--- src/rtl/twsm_pkg.sv ---
package twsm_pkg;

   // request codes carried by req_type; any other code is a plain tick
   localparam logic [1:0] REQ_TICK  = 2'd0;
   localparam logic [1:0] REQ_WRITE = 2'd1;
   localparam logic [1:0] REQ_READ  = 2'd2;

   localparam logic [4:0] ADDRESS_BITS  = 5'd8;
   localparam logic [4:0] XFER_BITS     = 5'd16;
   localparam logic [7:0] HALF_PERIOD_RESET = 8'd4;

endpackage

--- src/rtl/three_wire_serial_master_unit.sv ---
// Three-wire serial master (enable, clock, bidirectional data), LSB first. Every req item is
// one tick of the pin sequencer and returns exactly one rsp item that shows the pin levels,
// busy, done and the last read byte after that tick. A write (req_type 1) sends the address
// byte then the data byte; a read (req_type 2) sends the address byte, releases the data line
// and gathers 8 bits sampled on rising clock edges. Both shift 16 bits over the serial clock, each
// half period lasting csr_half_period_ticks ticks (0 acts as 1). Starts while busy are
// ignored. The block takes one item per cycle; req_stall rises only while the rsp register
// holds an item that the receiver is stalling. csr_ready is always high; write the half period
// while the block is idle.
module three_wire_serial_master_unit (
   input  logic       clock,
   input  logic       reset,
   input  logic       req_valid,
   output logic       req_stall,
   input  logic [1:0] req_type,
   input  logic [7:0] req_address,
   input  logic [7:0] req_write_data,
   input  logic       req_data_pin_in,
   output logic       rsp_valid,
   input  logic       rsp_stall,
   output logic       rsp_enable_pin,
   output logic       rsp_clock_pin,
   output logic       rsp_data_pin_out,
   output logic       rsp_data_drive,
   output logic       rsp_busy_res,
   output logic       rsp_done_res,
   output logic [7:0] rsp_read_data,
   input  logic       csr_valid,
   output logic       csr_ready,
   input  logic [7:0] csr_half_period_ticks
);
   import twsm_pkg::*;

   typedef enum logic [1:0] {
      MODE_IDLE  = 2'd0,
      MODE_WRITE = 2'd1,
      MODE_READ  = 2'd2
   } mode_type;

   mode_type    mode_ff, mode_in;
   logic [4:0]  bit_count_ff, bit_count_in;
   logic [15:0] tx_shift_ff, tx_shift_in;
   logic [7:0]  rx_shift_ff, rx_shift_in;
   logic [7:0]  divider_count_ff, divider_count_in;
   logic        clock_level_ff, clock_level_in;
   logic [7:0]  received_byte_ff, received_byte_in;
   logic [7:0]  half_period_ff;

   logic        rsp_valid_ff;
   logic        rsp_enable_pin_ff, rsp_clock_pin_ff, rsp_data_pin_out_ff;
   logic        rsp_data_drive_ff, rsp_busy_res_ff, rsp_done_res_ff;
   logic [7:0]  rsp_read_data_ff;

   logic        accept;
   logic [7:0]  limit;
   logic [7:0]  divider_inc;
   logic [4:0]  bit_count_inc;
   logic        done_in;
   logic        busy_in;
   logic        receiving_in;
   logic        drive_in;

   assign csr_ready = 1'b1;
   assign req_stall = rsp_valid_ff & rsp_stall;
   assign accept    = req_valid & ~req_stall;

   assign limit         = (half_period_ff == 8'd0) ? 8'd1 : half_period_ff;
   assign divider_inc   = divider_count_ff + 8'd1;
   assign bit_count_inc = bit_count_ff + 5'd1;

   always_comb begin
      mode_in          = mode_ff;
      bit_count_in     = bit_count_ff;
      tx_shift_in      = tx_shift_ff;
      rx_shift_in      = rx_shift_ff;
      divider_count_in = divider_count_ff;
      clock_level_in   = clock_level_ff;
      received_byte_in = received_byte_ff;
      done_in          = 1'b0;
      if (mode_ff == MODE_IDLE) begin
         if (req_type == REQ_WRITE || req_type == REQ_READ) begin
            mode_in          = (req_type == REQ_WRITE) ? MODE_WRITE : MODE_READ;
            tx_shift_in      = (req_type == REQ_WRITE) ? {req_write_data, req_address}
                                                       : {8'd0, req_address};
            bit_count_in     = 5'd0;
            divider_count_in = 8'd0;
            clock_level_in   = 1'b0;
            rx_shift_in      = 8'd0;
         end
      end else begin
         divider_count_in = divider_inc;
         if (divider_inc >= limit) begin
            divider_count_in = 8'd0;
            if (!clock_level_ff) begin
               // rising edge: sample the data pin during the read data bits
               if (mode_ff == MODE_READ && bit_count_ff >= ADDRESS_BITS) begin
                  rx_shift_in = {req_data_pin_in, rx_shift_ff[7:1]};
               end
               clock_level_in = 1'b1;
            end else begin
               // falling edge: advance to the next bit
               clock_level_in = 1'b0;
               tx_shift_in    = {1'b0, tx_shift_ff[15:1]};
               bit_count_in   = bit_count_inc;
               if (bit_count_inc >= XFER_BITS) begin
                  if (mode_ff == MODE_READ) begin
                     received_byte_in = rx_shift_ff;
                  end
                  mode_in      = MODE_IDLE;
                  bit_count_in = 5'd0;
                  done_in      = 1'b1;
               end
            end
         end
      end
      busy_in      = (mode_in != MODE_IDLE);
      receiving_in = (mode_in == MODE_READ) && (bit_count_in >= ADDRESS_BITS);
      drive_in     = busy_in & ~receiving_in;
   end

   always_ff @(posedge clock) begin
      if (reset) begin
         mode_ff          <= MODE_IDLE;
         bit_count_ff     <= 5'd0;
         tx_shift_ff      <= 16'd0;
         rx_shift_ff      <= 8'd0;
         divider_count_ff <= 8'd0;
         clock_level_ff   <= 1'b0;
         received_byte_ff <= 8'd0;
         half_period_ff   <= HALF_PERIOD_RESET;
         rsp_valid_ff     <= 1'b0;
      end else begin
         if (csr_valid && csr_ready) begin
            half_period_ff <= csr_half_period_ticks;
         end
         if (accept) begin
            mode_ff          <= mode_in;
            bit_count_ff     <= bit_count_in;
            tx_shift_ff      <= tx_shift_in;
            rx_shift_ff      <= rx_shift_in;
            divider_count_ff <= divider_count_in;
            clock_level_ff   <= clock_level_in;
            received_byte_ff <= received_byte_in;
            rsp_valid_ff     <= 1'b1;
         end else if (!rsp_stall) begin
            rsp_valid_ff <= 1'b0;
         end
      end
      if (accept) begin
         rsp_enable_pin_ff   <= busy_in;
         rsp_clock_pin_ff    <= clock_level_in;
         rsp_data_pin_out_ff <= drive_in & tx_shift_in[0];
         rsp_data_drive_ff   <= drive_in;
         rsp_busy_res_ff     <= busy_in;
         rsp_done_res_ff     <= done_in;
         rsp_read_data_ff    <= received_byte_in;
      end
   end

   assign rsp_valid        = rsp_valid_ff;
   assign rsp_enable_pin   = rsp_enable_pin_ff;
   assign rsp_clock_pin    = rsp_clock_pin_ff;
   assign rsp_data_pin_out = rsp_data_pin_out_ff;
   assign rsp_data_drive   = rsp_data_drive_ff;
   assign rsp_busy_res     = rsp_busy_res_ff;
   assign rsp_done_res     = rsp_done_res_ff;
   assign rsp_read_data    = rsp_read_data_ff;

`ifndef SYNTH
   a_idle_clock_low: assert property (@(posedge clock) disable iff (reset)
      (mode_ff == MODE_IDLE) |-> (!clock_level_ff && bit_count_ff == 5'd0))
      else $error("serial clock or bit count left set while idle");

   a_bit_count_range: assert property (@(posedge clock) disable iff (reset)
      (mode_ff != MODE_IDLE) |-> (bit_count_ff < XFER_BITS))
      else $error("bit count past end of transaction");

   a_accept_gives_rsp: assert property (@(posedge clock) disable iff (reset)
      accept |=> rsp_valid_ff)
      else $error("accepted item produced no rsp item");

   a_done_not_busy: assert property (@(posedge clock) disable iff (reset)
      (rsp_valid_ff && rsp_done_res_ff) |-> (!rsp_busy_res_ff && !rsp_clock_pin_ff))
      else $error("done item shows busy or clock high");
`endif

endmodule

--- config.mk ---
export PLATFORM = sky130hd
export DESIGN_NAME = three_wire_serial_master_unit
export DESIGN_NICKNAME = d
export VERILOG_FILES = /design/src/rtl/twsm_pkg.sv /design/src/rtl/three_wire_serial_master_unit.sv
export SDC_FILE = /design/constraint.sdc
export NUM_CORES = 1
export LEC_CHECK = 0
export ABC_AREA = 1
export BUFFER_PORTS_ARGS = -buffer_cell sky130_fd_sc_hd__buf_4
export CAP_MARGIN = 5
export CORE_MARGIN = 4
export CORE_UTILIZATION = 32
export DETAILED_ROUTE_END_ITERATION = 6
export GPL_TIMING_DRIVEN = 0
export PLACE_DENSITY = 0.49
export SYNTH_ARGS = -nofsm -noshare
export SYNTH_HDL_FRONTEND = slang
export SYNTH_SLANG_ARGS = --single-unit
--- constraint.sdc ---
create_clock -name clock -period 2.68 [get_ports clock]
set_clock_uncertainty 0.1 [all_clocks]
set_input_delay 0.402 -clock clock [delete_from_list [all_inputs] [get_ports clock]]
set_output_delay 0.402 -clock clock [all_outputs]
set_load 0.02 [all_outputs]
; ---- Yosys cells after proc, flatten, opt, wreduce, memory -nomap -nowiden
; Cells that the tools add are included.
; W data, S select, Z words.
[word_totals]
reg_bits = 70
output_inout_bits = 17
word_cells = 86
[classes]
addsub = 2
n_lt_le_gt_ge = 4
eq_ne = 7
mux = 36
bitwise = 8
n_reduce_logical = 13
[op_table]
columns = cell, count
row1 = $mux W8, 13
row2 = $mux W16, 5
row3 = $mux W5, 5
row4 = $mux W2, 6
row5 = $ge A5 B4 Y1 const B, 2
row6 = $add A8 B1 Y8 const B, 1
row7 = $ge A8 B8 Y1, 1
row8 = $logic_not A8 Y1, 1
row9 = $reduce_bool A2 Y1, 4
row10 = $mux W1, 7
row11 = $eq A2 B2 Y1 const B, 3
row12 = $ne A2 B1 Y1 const B, 3
row13 = $add A5 B1 Y5 const B, 1
row14 = $ge A5 B5 Y1 const B, 1
row15 = $reduce_and A5 Y1, 1
row16 = $and A1 B1 Y1, 4
row17 = $not A1 Y1, 4
row18 = $reduce_and A4 Y1, 1
row19 = $reduce_or A3 Y1, 1
row20 = $eq A2 B1 Y1 const B, 1
row21 = $logic_and A1 B1 Y1, 2
row22 = $logic_not A2 Y1, 1
row23 = $reduce_and A2 Y1, 1
row24 = $logic_or A1 B1 Y1, 1

; ---- Logic depth before layout (Yosys ltp)
; Gate-level depths: netlist of the first run.
[logic_depth]
depth_word = 11
ltp_mapped = 18

; ---- Least setup slack after synthesis of the first run
; No wires, ideal clock.
[synth_timing]
path_type = register -> register
from = register divider_count_ff[0]
to = register rsp_clock_pin_ff (netlist: rsp_clock_pin) (data pin)
setup_ns = 0.258
t_arrival_ns = 2.344
path_slack_ns = -0.022
stages_incl_launch_ff = 15
path_cell_list = dfxtp_1 nand3_1 inv_1 nand3_1 nand3b_1 xnor2_1 ha_1 a21o_1 nor2_4 nand3_2 buf_6 buf_4 ha_1 nand2_1 nand2_1
[synth_via]
elab_chain_cells = 4
[synth_lines]
columns = element, line
row1 = from (decl), three_wire_serial_master_unit.sv:44  ; logic [7:0] divider_count_ff, divider_count_in;
row2 = from (signal assigned), three_wire_serial_master_unit.sv:141  ; divider_count_ff <= divider_count_in;
row3 = $add A8 B1 Y8, three_wire_serial_master_unit.sv:68  ; assign divider_inc = divider_count_ff + 8'd1;
row4 = $ge A8 B8 Y1, three_wire_serial_master_unit.sv:92  ; if (divider_inc >= limit) begin
row5 = $mux W1, three_wire_serial_master_unit.sv:92
row6 = $mux W1, three_wire_serial_master_unit.sv:80  ; if (mode_ff == MODE_IDLE) begin
row7 = net clock_level_in, three_wire_serial_master_unit.sv:45  ; logic clock_level_ff, clock_level_in;
row8 = to (signal assigned), three_wire_serial_master_unit.sv:151  ; rsp_clock_pin_ff <= clock_level_in;
row9 = to (decl), three_wire_serial_master_unit.sv:50  ; logic rsp_enable_pin_ff, rsp_clock_pin_ff, rsp_data_pin_out_ff;
; The timed path passes the listed nets, and every way through them passes these cells.
; A chain may end at the register's enable or synchronous reset.

; ---- Final worst setup path of the first run
[layout_timing]
from = register divider_count_ff[0]
to = register clock_level_ff
[layout_via]
elab_chain_cells = 4
[layout_lines]
columns = element, line
row1 = $add A8 B1 Y8, three_wire_serial_master_unit.sv:68
row2 = $ge A8 B8 Y1, three_wire_serial_master_unit.sv:92
row3 = $mux W1, three_wire_serial_master_unit.sv:92
row4 = $mux W1, three_wire_serial_master_unit.sv:80
row5 = net clock_level_in, three_wire_serial_master_unit.sv:45
row6 = to (signal assigned), three_wire_serial_master_unit.sv:142  ; clock_level_ff <= clock_level_in;
row7 = to (decl), three_wire_serial_master_unit.sv:45
; The timed path passes the listed nets, and every way through them passes these cells.

==> results of run 1 <==
## cell type report
type                       instances  share of cell area
multi-input combinational        402               0.428
tap                              172              0.0399
inverter                          88              0.0627
buffer                            27              0.0381
clock inverter                     5             0.00464
sequential                        70               0.286
timing repair buffer              63              0.0963
clock buffer                      11              0.0450
## synth_stat cells (3+ instances only)
cell | n | area [sq um]
nand2_2 | 9 | 56.3
xor2_1 | 4 | 35.0
buf_6 | 4 | 45.0
dfxtp_1 | 57 | 1140
o21ai_2 | 11 | 96.3
inv_2 | 3 | 11.3
o21ai_0 | 37 | 185
buf_4 | 6 | 45.0
edfxtp_1 | 13 | 390
nand3_1 | 25 | 125
buf_1 | 3 | 11.3
ha_1 | 14 | 175
inv_1 | 84 | 315
o21ai_1 | 4 | 20.0
nand2_1 | 182 | 683
xnor2_1 | 3 | 26.3
nor2_2 | 13 | 81.3
nor2_1 | 37 | 139
buf_2 | 3 | 15.0
clkbuf_1 | 10 | 37.5
nor2_4 | 5 | 56.3
a21oi_1 | 36 | 180
nand4_1 | 9 | 56.3
## cell families after synthesis
kind of cell             after synthesis
AO/OA/AOI/OAI                         95
XOR/XNOR                               7
adder cells (fa/ha/maj)               14
buffers and inverters                115
flip-flops                            70
other                                  1
AND/OR/NAND/NOR                      285
## metrics by stage
| step | std cells | setup slack [ns] | TNS (ns) |
|---|---|---|---|
| 4_1_cts | 830 | -0.0256 | -0.0283 |
| 3_3_place_gp | 805 | -0.262 | -0.898 |
| 5_1_grt | 838 | -0.182 | -4.27 |
| 6_report | 838 | 0.00476 | 0 |
| 2_1_floorplan | 587 | 0.0109 | 0 |
| 3_5_place_dp | 805 | -0.366 | -3.38 |
## worst max-delay path by stage
stage,from,endpoint,cells past startpoint
4_1_cts,divider_count_ff[0],clock_level_ff,16
3_3_place_gp,divider_count_ff[0],clock_level_ff,16
3_5_place_dp,divider_count_ff[1],clock_level_ff,16
6_report,divider_count_ff[0],clock_level_ff,16
5_1_grt,divider_count_ff[0],clock_level_ff,16
2_1_floorplan,divider_count_ff[1],rsp_clock_pin,14
## flip-flops by register name, summed over array words and instances (netlist names)
signal,count
bit_count_ff,5
clock_level_ff,1
divider_count_ff,8
half_period_ff,8
mode_ff,2
received_byte_ff,8
rsp_busy_res,1
rsp_clock_pin,1
rsp_data_drive,1
rsp_data_pin_out,1
rsp_done_res,1
rsp_read_data,8
rsp_valid,1
rx_shift_ff,8
tx_shift_ff,16
## worst min-delay path, cell delays in order
cell and delay (ns):
buf_4 0.08, a21oi_1 0.05, o21ai_0 0.05
## timing repair
item                       4_1_cts  5_1_grt
pin swaps                        8       20
setup buffers                    9        6
gates resized for setup         18       58
setup endpoints to repair       49       55
hold endpoints to repair         0        0
cloned                           0        2
## layer usage
| layer | track usage | routed length (um) | vias to the layer above |
|---|---|---|---|
| li1 | - | - | 1991 |
| met5 | 0 | 0 | - |
| met2 | 0.251 | 5130 | 98 |
| met4 | 0.0595 | 207 | 0 |
| met1 | 0.187 | 4770 | 1714 |
| met3 | 0.0452 | 613 | 19 |
## where the power goes
part / internal (mW) / total [mW] / leakage (nW) / switching [mW]
Combinational: 0.266 / 0.662 / 1.74 / 0.397
Sequential: 1.16 / 1.19 / 0.599 / 0.0380
Clock: 0.643 / 1.09 / 0.139 / 0.449
==> results.md, run 1 <==
- Status: finished clean
- Multi-input logic area: 2310 sq um
- Port Buffer Count: 46
- Commonest non-fill, non-tap cells in the layout: nand2_1 (169), inv_1 (82), buf_4 (62), dfxtp_1 (54), a21oi_1 (34)
- Initial antenna violation count: 0
- Top delay family on crit path: simple AND/OR/NAND/NOR gates
- Synth Area in XOR/XNOR: 0.0150
- Area post-placement: 4660 sq um
- Worst Tran Pin Value: 1.23 ns
- Hold Path Sink: half_period_ff[2]
- Hold Path Class: input pin to register
- Yosys warns: 0
- Mapped cell area: 4090 sq um
- Reg2Reg Depth: 16
- Vias: 3822
- Vias in the first global route: 3701
- Hold buffers post-CTS: 0
- Seq/Total Area, Yosys: 0.375
- Core Util, Final: 0.429
- Yosys cell types: 38
- Commonest non-fill, non-tap cell in the layout: nand2_1
- Max Cap Viol: 0
- Clock latency on the worst-skew pair: 0.34 ns
- TritonCTS clock tree: built
- Final Max Slew Viols: 0
- Nets@finish: 707
- Multiplexer area fraction after synthesis: 0
- First-pass GRT wire length: 17500 um
- Routed len/inst: 12.8 um
- Final hold slack: 0.176 ns
- Post-synth EDFFs: 13
- Clock buffer depth: 2
- Cells along the critical path: nand3_4 > inv_2 > nand3_2 > nand3b_1 > xnor2_2 > ha_1 > a21o_1 > nor2_4 > nand3_2 > buf_8 > buf_8 > ha_4 > nand2_2 > nand2_2 > nand2_2 > a21oi_2
- Crit-path max FO: 5
- Initial core utilization: 0.325
- Grt total ovfl: 0
- R2R setup slack: 0.005 ns
- Peak VDD IR: 0.320 mV
- H-tree levels: 3
- Drt pass-1 iters: 5
- Crit path top cell by count: nand2_2
- Top_reg_cell synth: dfxtp_1
- RePlAce Congestion: 0.834
- CP max-delay cell: dfxtp_4
- Critical Path AT: 2.85 ns
- Hold path cells: 3
- Tmin final: 2.68 ns
- Sequential Area: 1540 sq um
- Clock root buffer: clkbuf_16
- Design area: 5390 sq um
- Die ar.: 14600 sq um
- Detail Route Antenna Nets: 0
- Tot Pwr: 2.95 mW
- Placed wire-length estimate: 7370 um
- Syn nets: 633
- Total wire length: 10700 um
- I/O pins: 49
- Total CTS buffers: 9
- Synth-to-Final Area Change: 31.9%
- Number of DRC markers in iteration 0: 157
- Vias per std cell: 4.56
- Synth Area in Adders: 0.0429
- Worst Path Buf+Inv: 3
- FF-to-FF End: clock_level_ff
- Total track usage: 0.152
- Synth Area in Compound Gates: 0.135
- CP Data Required Time: 2.85 ns
- Max_slew headroom: 0.179
- Async set or reset register ratio after synthesis: 0
- Final Cycle Share: 0.998
- Worst setup SP type: register
- Placeable Area: 12600 sq um
- Synthesized instance count: 587
- Synth Area in Simple Gates: 0.308
- Max stage delay on crit path: 0.38 ns
- Sink Count: 70
- Pin count of the biggest net entering global routing: 23
- Die Height: 121 um
- Crit end category: register
- Fmax: 0.374 GHz
- CTS clock-pin slew for the worst setup and hold paths: 0.06 ns
- # fillers: 1287
- Main combinational cell family by area after synthesis: simple AND/OR/NAND/NOR gates
- Final hold vios: 0
- Share of cells above drive strength 1: 0.267
- WS Path Type: register to register
- Remaining DRCs: 0
- RSZ-0062 raised after global routing: yes
- Rows: 41
- Power per cell area: 547 nW/um^2
- #FFs+latches synth: 70
- DIE WIDTH: 121 um
- P_leak: 2.48 nW
- Mapped Avg Cell Area: 6.96 sq um
- Number of diodes: 0
- Setup violators final: 0
- Hold Startpoint: csr_half_period_ticks[2]
- Reg-to-reg startpoint: divider_count_ff[0]
No activity file was read; power rests on OpenSTA's default activity.
==> inputs of run 2 (changes only) <==
Settings changed: ABC_AREA 1 to not set, MAX_ROUTING_LAYER set to met4, PLACE_DENSITY 0.49 to 0.5.
==> results.md, run 2 <==
- CTS clock-pin slew for the worst setup and hold paths: 0.08 ns (+0.02 ns)
- Clock buffer depth: 2 (unchanged)
- Synthesized instance count: 339 (-42%)
- Detail Route Antenna Nets: 0 (unchanged)
- P_leak: 1.82 nW (-27%)
- Rows: 36 (-12%)
- Clock latency on the worst-skew pair: 0.35 ns (about the same)
- Placed wire-length estimate: 5440 um (-26%)
- Worst Tran Pin Value: 0.703 ns (-0.528 ns)
- Final TNS setup: -0.215 ns (-0.215 ns)
- Max stage delay on crit path: 0.35 ns (-0.03 ns)
- Sw frac: 0.281 (-0.0186)
- Share of cells above drive strength 1: 0.383 (+0.116)
- Syn nets: 385 (-39%)
- Vias in the first global route: 2639 (-29%)
- #FFs+latches synth: 70 (unchanged)
- Post-synth EDFFs: 13 (unchanged)
- Total track usage: 0.140 (-0.0119)
- Yosys warns: 0 (unchanged)
- Final Cycle Share: 1.02 (+0.0254)
- Cell taking the most area after synthesis: dfxtp_1
- Reg2Reg Depth: 10 (-6)
- Fmax: 0.365 GHz (-2.5%)
- Hold path cells: 2 (-1)
- Clock root buffer: clkbuf_8
- Max Cap Viol: 0 (unchanged)
- Port Buffer Count: 45 (-2.2%)
- Tmin final: 2.74 ns (+0.0679 ns)
- Reg-to-reg startpoint: half_period_ff[6]
- DIE WIDTH: 110 um (-9.2%)
- H-tree levels: 3 (unchanged)
- Final setup margin: -0.0632 ns (-0.0679 ns)
- Mapped Avg Cell Area: 9.80 sq um (+41%)
- Die ar.: 12100 sq um (-18%)
- Vias per std cell: 5.00 (+9.7%)
- Final Max Slew Viols: 0 (unchanged)
- Initial antenna violation count: 0 (unchanged)
- Count leader, synth: dfxtp_1
- Critical Path AT: 2.75 ns (-0.10 ns)
- Final hold vios: 0 (unchanged)
- Violated checks: negative setup slack
- Register with the most flip-flops: tx_shift_ff
- Commonest non-fill, non-tap cell in the layout: buf_4
- P_sw: 668 uW (-24%)
- Initial core utilization: 0.334 (+0.00847)
- Hold Path Class: input pin to register
- Async set or reset register ratio after synthesis: 0 (unchanged)
- Vias: 2781 (-27%)
- Crit-path max FO: 5 (unchanged)
- Combinational fraction of design power: 0.145 (-0.080)
- Pin count of the biggest net entering global routing: 20 (-13%)
- I/O pins: 49 (unchanged)
- Hold Startpoint: req_data_pin_in
- Grt total ovfl: 0 (unchanged)
- Peak VDD IR: 0.240 mV (-25%)
- Power per cell area: 515 nW/um^2 (-5.8%)
- Remaining DRCs: 0 (unchanged)
- Total CTS buffers: 9 (unchanged)
- Top_reg_cell synth: dfxtp_1
- CP max-delay cell: a2111oi_4
- RePlAce Congestion: 0.797 (-4.5%)
- Hold buffers post-CTS: 0 (unchanged)
- Top cell types by occurrence after synthesis: dfxtp_1 (57), nor2_1 (53), nand2_1 (30)
- Die Height: 110 um (-9.2%)
- Number of DRC markers in iteration 0: 87 (-45%)
- Sink Count: 70 (unchanged)
- Worst setup SP type: register
- Minimum setup slack after placement: -0.359 ns (+0.00750 ns)
- WS Path Type: register to register
- First-pass GRT wire length: 12800 um (-27%)
- Commonest non-fill, non-tap cells in the layout: buf_4 (63), nor2_1 (50), dfxtp_1 (50), nand2_1 (25)
- Number of diodes: 0 (unchanged)
- Sequential share of power: 0.480 (+0.075)
- Synth-to-Final Area Change: 38.9%
- Main area contributors after synthesis: dfxtp_1 (34%), edfxtp_1 (12%), nor2_1 (6.0%)
- Max FFs per register: 16 (unchanged)
- Crit end category: register
- RSZ-0062 raised after global routing: yes
- TritonCTS clock tree: built
- Seq/Total Area, Yosys: 0.461 (+0.0864)
- Placeable Area: 9950 sq um (-21%)
- Nets@finish: 464 (-34%)
- Drt pass-1 iters: 4 (-1)
- Yosys cell types: 55 (+45%)
- Total wire length: 8170 um (-24%)
- Area fraction of the dominant cell type after synthesis: 0.344 (+0.0643)
- Mapped cell area: 3320 sq um (-19%)
- CP startpoint: half_period_ff[6]
- Status: complete, but fails checks
- Cells along the critical path: nor4_2 > a41o_1 > ha_1 > nand2b_4 > a2111oi_4 > o31ai_4 > buf_6 > nand2_4 > mux2_4 > o211a_1
- CP Data Required Time: 2.68 ns (-0.17 ns)
- Clock group share of total power: 0.374 (+0.004)
- Routed len/inst: 14.7 um (+15%)
- P_int: 1.71 mW (-17%)
- Setup violators final: 9 (+9)
- Max_slew headroom: 0.529 (+0.350)
-- run 2: worst paths after layout --
path | end | slack [ns]
max | rsp_data_pin_out | -0.06
max reg2reg | rsp_data_pin_out | -0.06
min | rx_shift_ff[7] | 0.16
min reg2reg | tx_shift_ff[15] | 0.39
-- run 2: power groups by stage --
stage | sequential, mW | combinational [mW] | clock, mW
2_1_floorplan | 1.18 | 0.173 | 0
3_3_place_gp | 1.16 | 0.292 | 0
3_5_place_dp | 1.16 | 0.295 | 0
4_1_cts | 1.14 | 0.328 | 0.915
5_1_grt | 1.15 | 0.377 | 0.947
6_report | 1.14 | 0.345 | 0.890
-- run 2: kinds of logic after synthesis --
logic type      after synthesis  synth area share
simple gates                118             0.168
compound gates               70             0.176
flops                        70             0.461
buf+inv                      35            0.0467
mux                          24            0.0757
fa+ha+maj                    14            0.0527
xor+xnor                      7            0.0185
other cells                   1           0.00113
-- run 2: cell type report --
class | instances | area [sq um]
clock buffer | 9 | 124
timing repair buffer | 69 | 557
buffer | 19 | 104
fill | 952 | 5340
tap | 133 | 166
inverter | 15 | 57.6
clock inverter | 7 | 80.1
multi-input combinational | 234 | 1970
sequential | 70 | 1550
-- run 2: routing by layer --
metal	global-route usage	wire length (um)	vias to the layer above
li1	-	-	1385
met1	0.184	3920	1341
met2	0.219	3880	42
met3	0.0223	239	13
met4	0.0516	119	0
met5	-	0	-
-- run 2: timing repair --
action	CTS	global route
gates cloned	2	0
resized for setup	48	35
pin swaps	25	28
buffers inserted	18	7
setup endpoints to repair	48	60
-- run 2: worst max-delay path, delay by kind of cell, from the launching register on --
kind | cells | cell delay, ns
AOI/OAI and AO/OA | 4 | 0.91
adders and majority gates | 1 | 0.23
buffers and inverters | 1 | 0.16
DFF | 1 | 0.33
muxes | 1 | 0.30
and+or+nand+nor | 3 | 0.47
-- run 2: stage by stage --
stage	utilization	total power, mW	instances	hold WS, ns	instance area, sq um
2_1_floorplan	-	1.35	339	0.341	3330
3_3_place_gp	0.385	1.46	517	0.354	3830
3_5_place_dp	0.385	1.46	517	0.360	3830
4_1_cts	0.443	2.38	551	0.155	4410
5_1_grt	0.464	2.47	556	0.169	4620
6_report	0.464	2.38	556	0.162	4620
==> inputs of run 3 (changes only) <==
Settings changed: REMOVE_ABC_BUFFERS set to 1.
==> results.md, run 3 (synthesized netlist as in run 2, its figures left out) <==
- Status: complete, but fails checks
- Violated checks: negative setup slack
- P_leak: 1.77 nW (-2.2%)
- Final setup margin: -0.137 ns (-0.0736 ns)
- Hold buffers post-CTS: 0 (unchanged)
- Commonest non-fill, non-tap cells in the layout: buf_4 (57), dfxtp_1 (50), nor2_1 (45), nand2_1 (27), a21oi_1 (16)
- Vias per std cell: 4.86 (-2.9%)
- Power per cell area: 495 nW/um^2 (-4.0%)
- Final Cycle Share: 1.05 (+0.0275)
- Grt total ovfl: 0 (unchanged)
- CTS clock-pin slew for the worst setup and hold paths: 0.07 ns (about the same)
- First-pass GRT wire length: 12200 um (-5.0%)
- Die ar.: 12100 sq um (unchanged)
- Share of cells above drive strength 1: 0.375 (-0.00767)
- Worst setup SP type: register
- Critical Path AT: 2.81 ns (+0.06 ns)
- Drt pass-1 iters: 4 (unchanged)
- Vias: 2613 (-6.0%)
- Area post-placement: 3740 sq um (-2.3%)
- Clock latency on the worst-skew pair: 0.33 ns (-0.02 ns)
- I/O pins: 49 (unchanged)
- Number of DRC markers in iteration 0: 87 (unchanged)
- Total CTS buffers: 9 (unchanged)
- Synth-to-Final Area Change: 35.6%
- Design area: 4510 sq um (-2.4%)
- Final hold slack: 0.184 ns (+0.0220 ns)
- Peak VDD IR: 0.204 mV (-15%)
- Detail Route Antenna Nets: 0 (unchanged)
- RePlAce Congestion: 0.758 (-4.9%)
- Pin count of the biggest net entering global routing: 46 (+130%)
- Clock root buffer: clkbuf_8
- Initial core utilization: 0.334 (unchanged)
- Rows: 36 (unchanged)
- Total wire length: 7730 um (-5.3%)
- Tmin final: 2.82 ns (+0.0736 ns)
- RSZ-0062 raised after global routing: yes
- Port Buffer Count: 47 (+4.4%)
- Worst Tran Pin Value: 0.832 ns (+0.129 ns)
- H-tree levels: 3 (unchanged)
- Final Max Slew Viols: 0 (unchanged)
- Clock buffer depth: 2 (unchanged)
- Initial antenna violation count: 0 (unchanged)
- Total track usage: 0.133 (-0.00769)
- Setup violators final: 32 (+23)
- Max_slew headroom: 0.442 (-0.0866)
- CP Data Required Time: 2.67 ns (about the same)
- DIE WIDTH: 110 um (unchanged)
- Crit end category: register
- Crit-path max FO: 5 (unchanged)
- Fmax: 0.355 GHz (-2.6%)
- WS Path Type: register to register
- Tot Pwr: 2.23 mW (-6.2%)
- Die Height: 110 um (unchanged)
- Placed wire-length estimate: 4660 um (-14%)
- Final TNS setup: -1.94 ns (-1.73 ns)
- Max Cap Viol: 0 (unchanged)
- TritonCTS clock tree: built
- Register with the most flip-flops: tx_shift_ff
- Placeable Area: 9950 sq um (unchanged)
- Sink Count: 70 (unchanged)
- Vias in the first global route: 2501 (-5.2%)
- Remaining DRCs: 0 (unchanged)
- Nets@finish: 446 (-3.9%)
- Routed len/inst: 14.4 um (-2.1%)
- Commonest non-fill, non-tap cell in the layout: buf_4
- Final hold vios: 0 (unchanged)
- Number of diodes: 0 (unchanged)
- # fillers: 959 (+0.74%)
- Hold Path Class: input pin to register
- Max FFs per register: 16 (unchanged)
## run 3: cell types whose count changed in the layout (fill, tap and decap cells not counted), sizes merged
cell	previous run	this run
clkbuf	21	11
a21o	1	2
inv	17	14
buf	76	67
clkinv	2	4
nand2	32	34
bufinv	1	0
## run 3: critical path: stages (launching register included)
cell and delay [ns]:
dfxtp_4 0.41, ha_4 0.16, nand3_2 0.13, nor2_4 0.13
xor2_2 0.08, ha_1 0.30, nand4_1 0.13, o31ai_4 0.29
buf_6 0.15, buf_6 0.12, nand2_4 0.05, mux2_4 0.31
o211a_1 0.21
## run 3: area by class of cell
cell class	count	area [sq um]	share of cell area
clock inverters	5	25.0	0.00555
repair buffers	67	562	0.125
flip-flops and latches	70	1550	0.343
clock buffers	11	141	0.0314
inverters	15	60.1	0.0133
well taps	133	166	0.0369
multi-input cells	237	2010	0.445
## run 3: repair_timing
item	in CTS	in global routing
setup endpoints to repair	61	60
resized for setup	57	24
pin swaps	41	25
gates cloned	1	2
buffers inserted	16	4
## run 3: worst paths after layout
check / from / to / slack (ns) / cells past startpoint
setup / recovery: divider_count_ff[0] / rsp_data_pin_out / -0.14 / 12
hold / removal: csr_half_period_ticks[2] / half_period_ff[2] / 0.18 / 3
setup reg to reg: divider_count_ff[0] / rsp_data_pin_out / -0.14 / 12
hold reg to reg: tx_shift_ff[15] / tx_shift_ff[15] / 0.39 / 2
## run 3: power breakdown
group / switching (mW) / internal [mW]
clock: 0.383 / 0.352
combinational: 0.183 / 0.161
sequential: 0.0342 / 1.12
## run 3: layer usage
metal  routed length [um]  vias up  GRT usage
li1                     -     1333          -
met3                  336       10     0.0329
met4                   87        0     0.0508
met5                    0        -          -
met1                 3640     1216      0.170
met2                 3670       54      0.201
## run 3: through the flow
stage,instances,setup WS [ns],utilization
2_1_floorplan,319,-0.350,-
3_3_place_gp,499,-0.944,0.376
3_5_place_dp,499,-0.918,0.376
4_1_cts,532,-0.184,0.434
5_1_grt,538,-0.273,0.453
6_report,538,-0.137,0.453
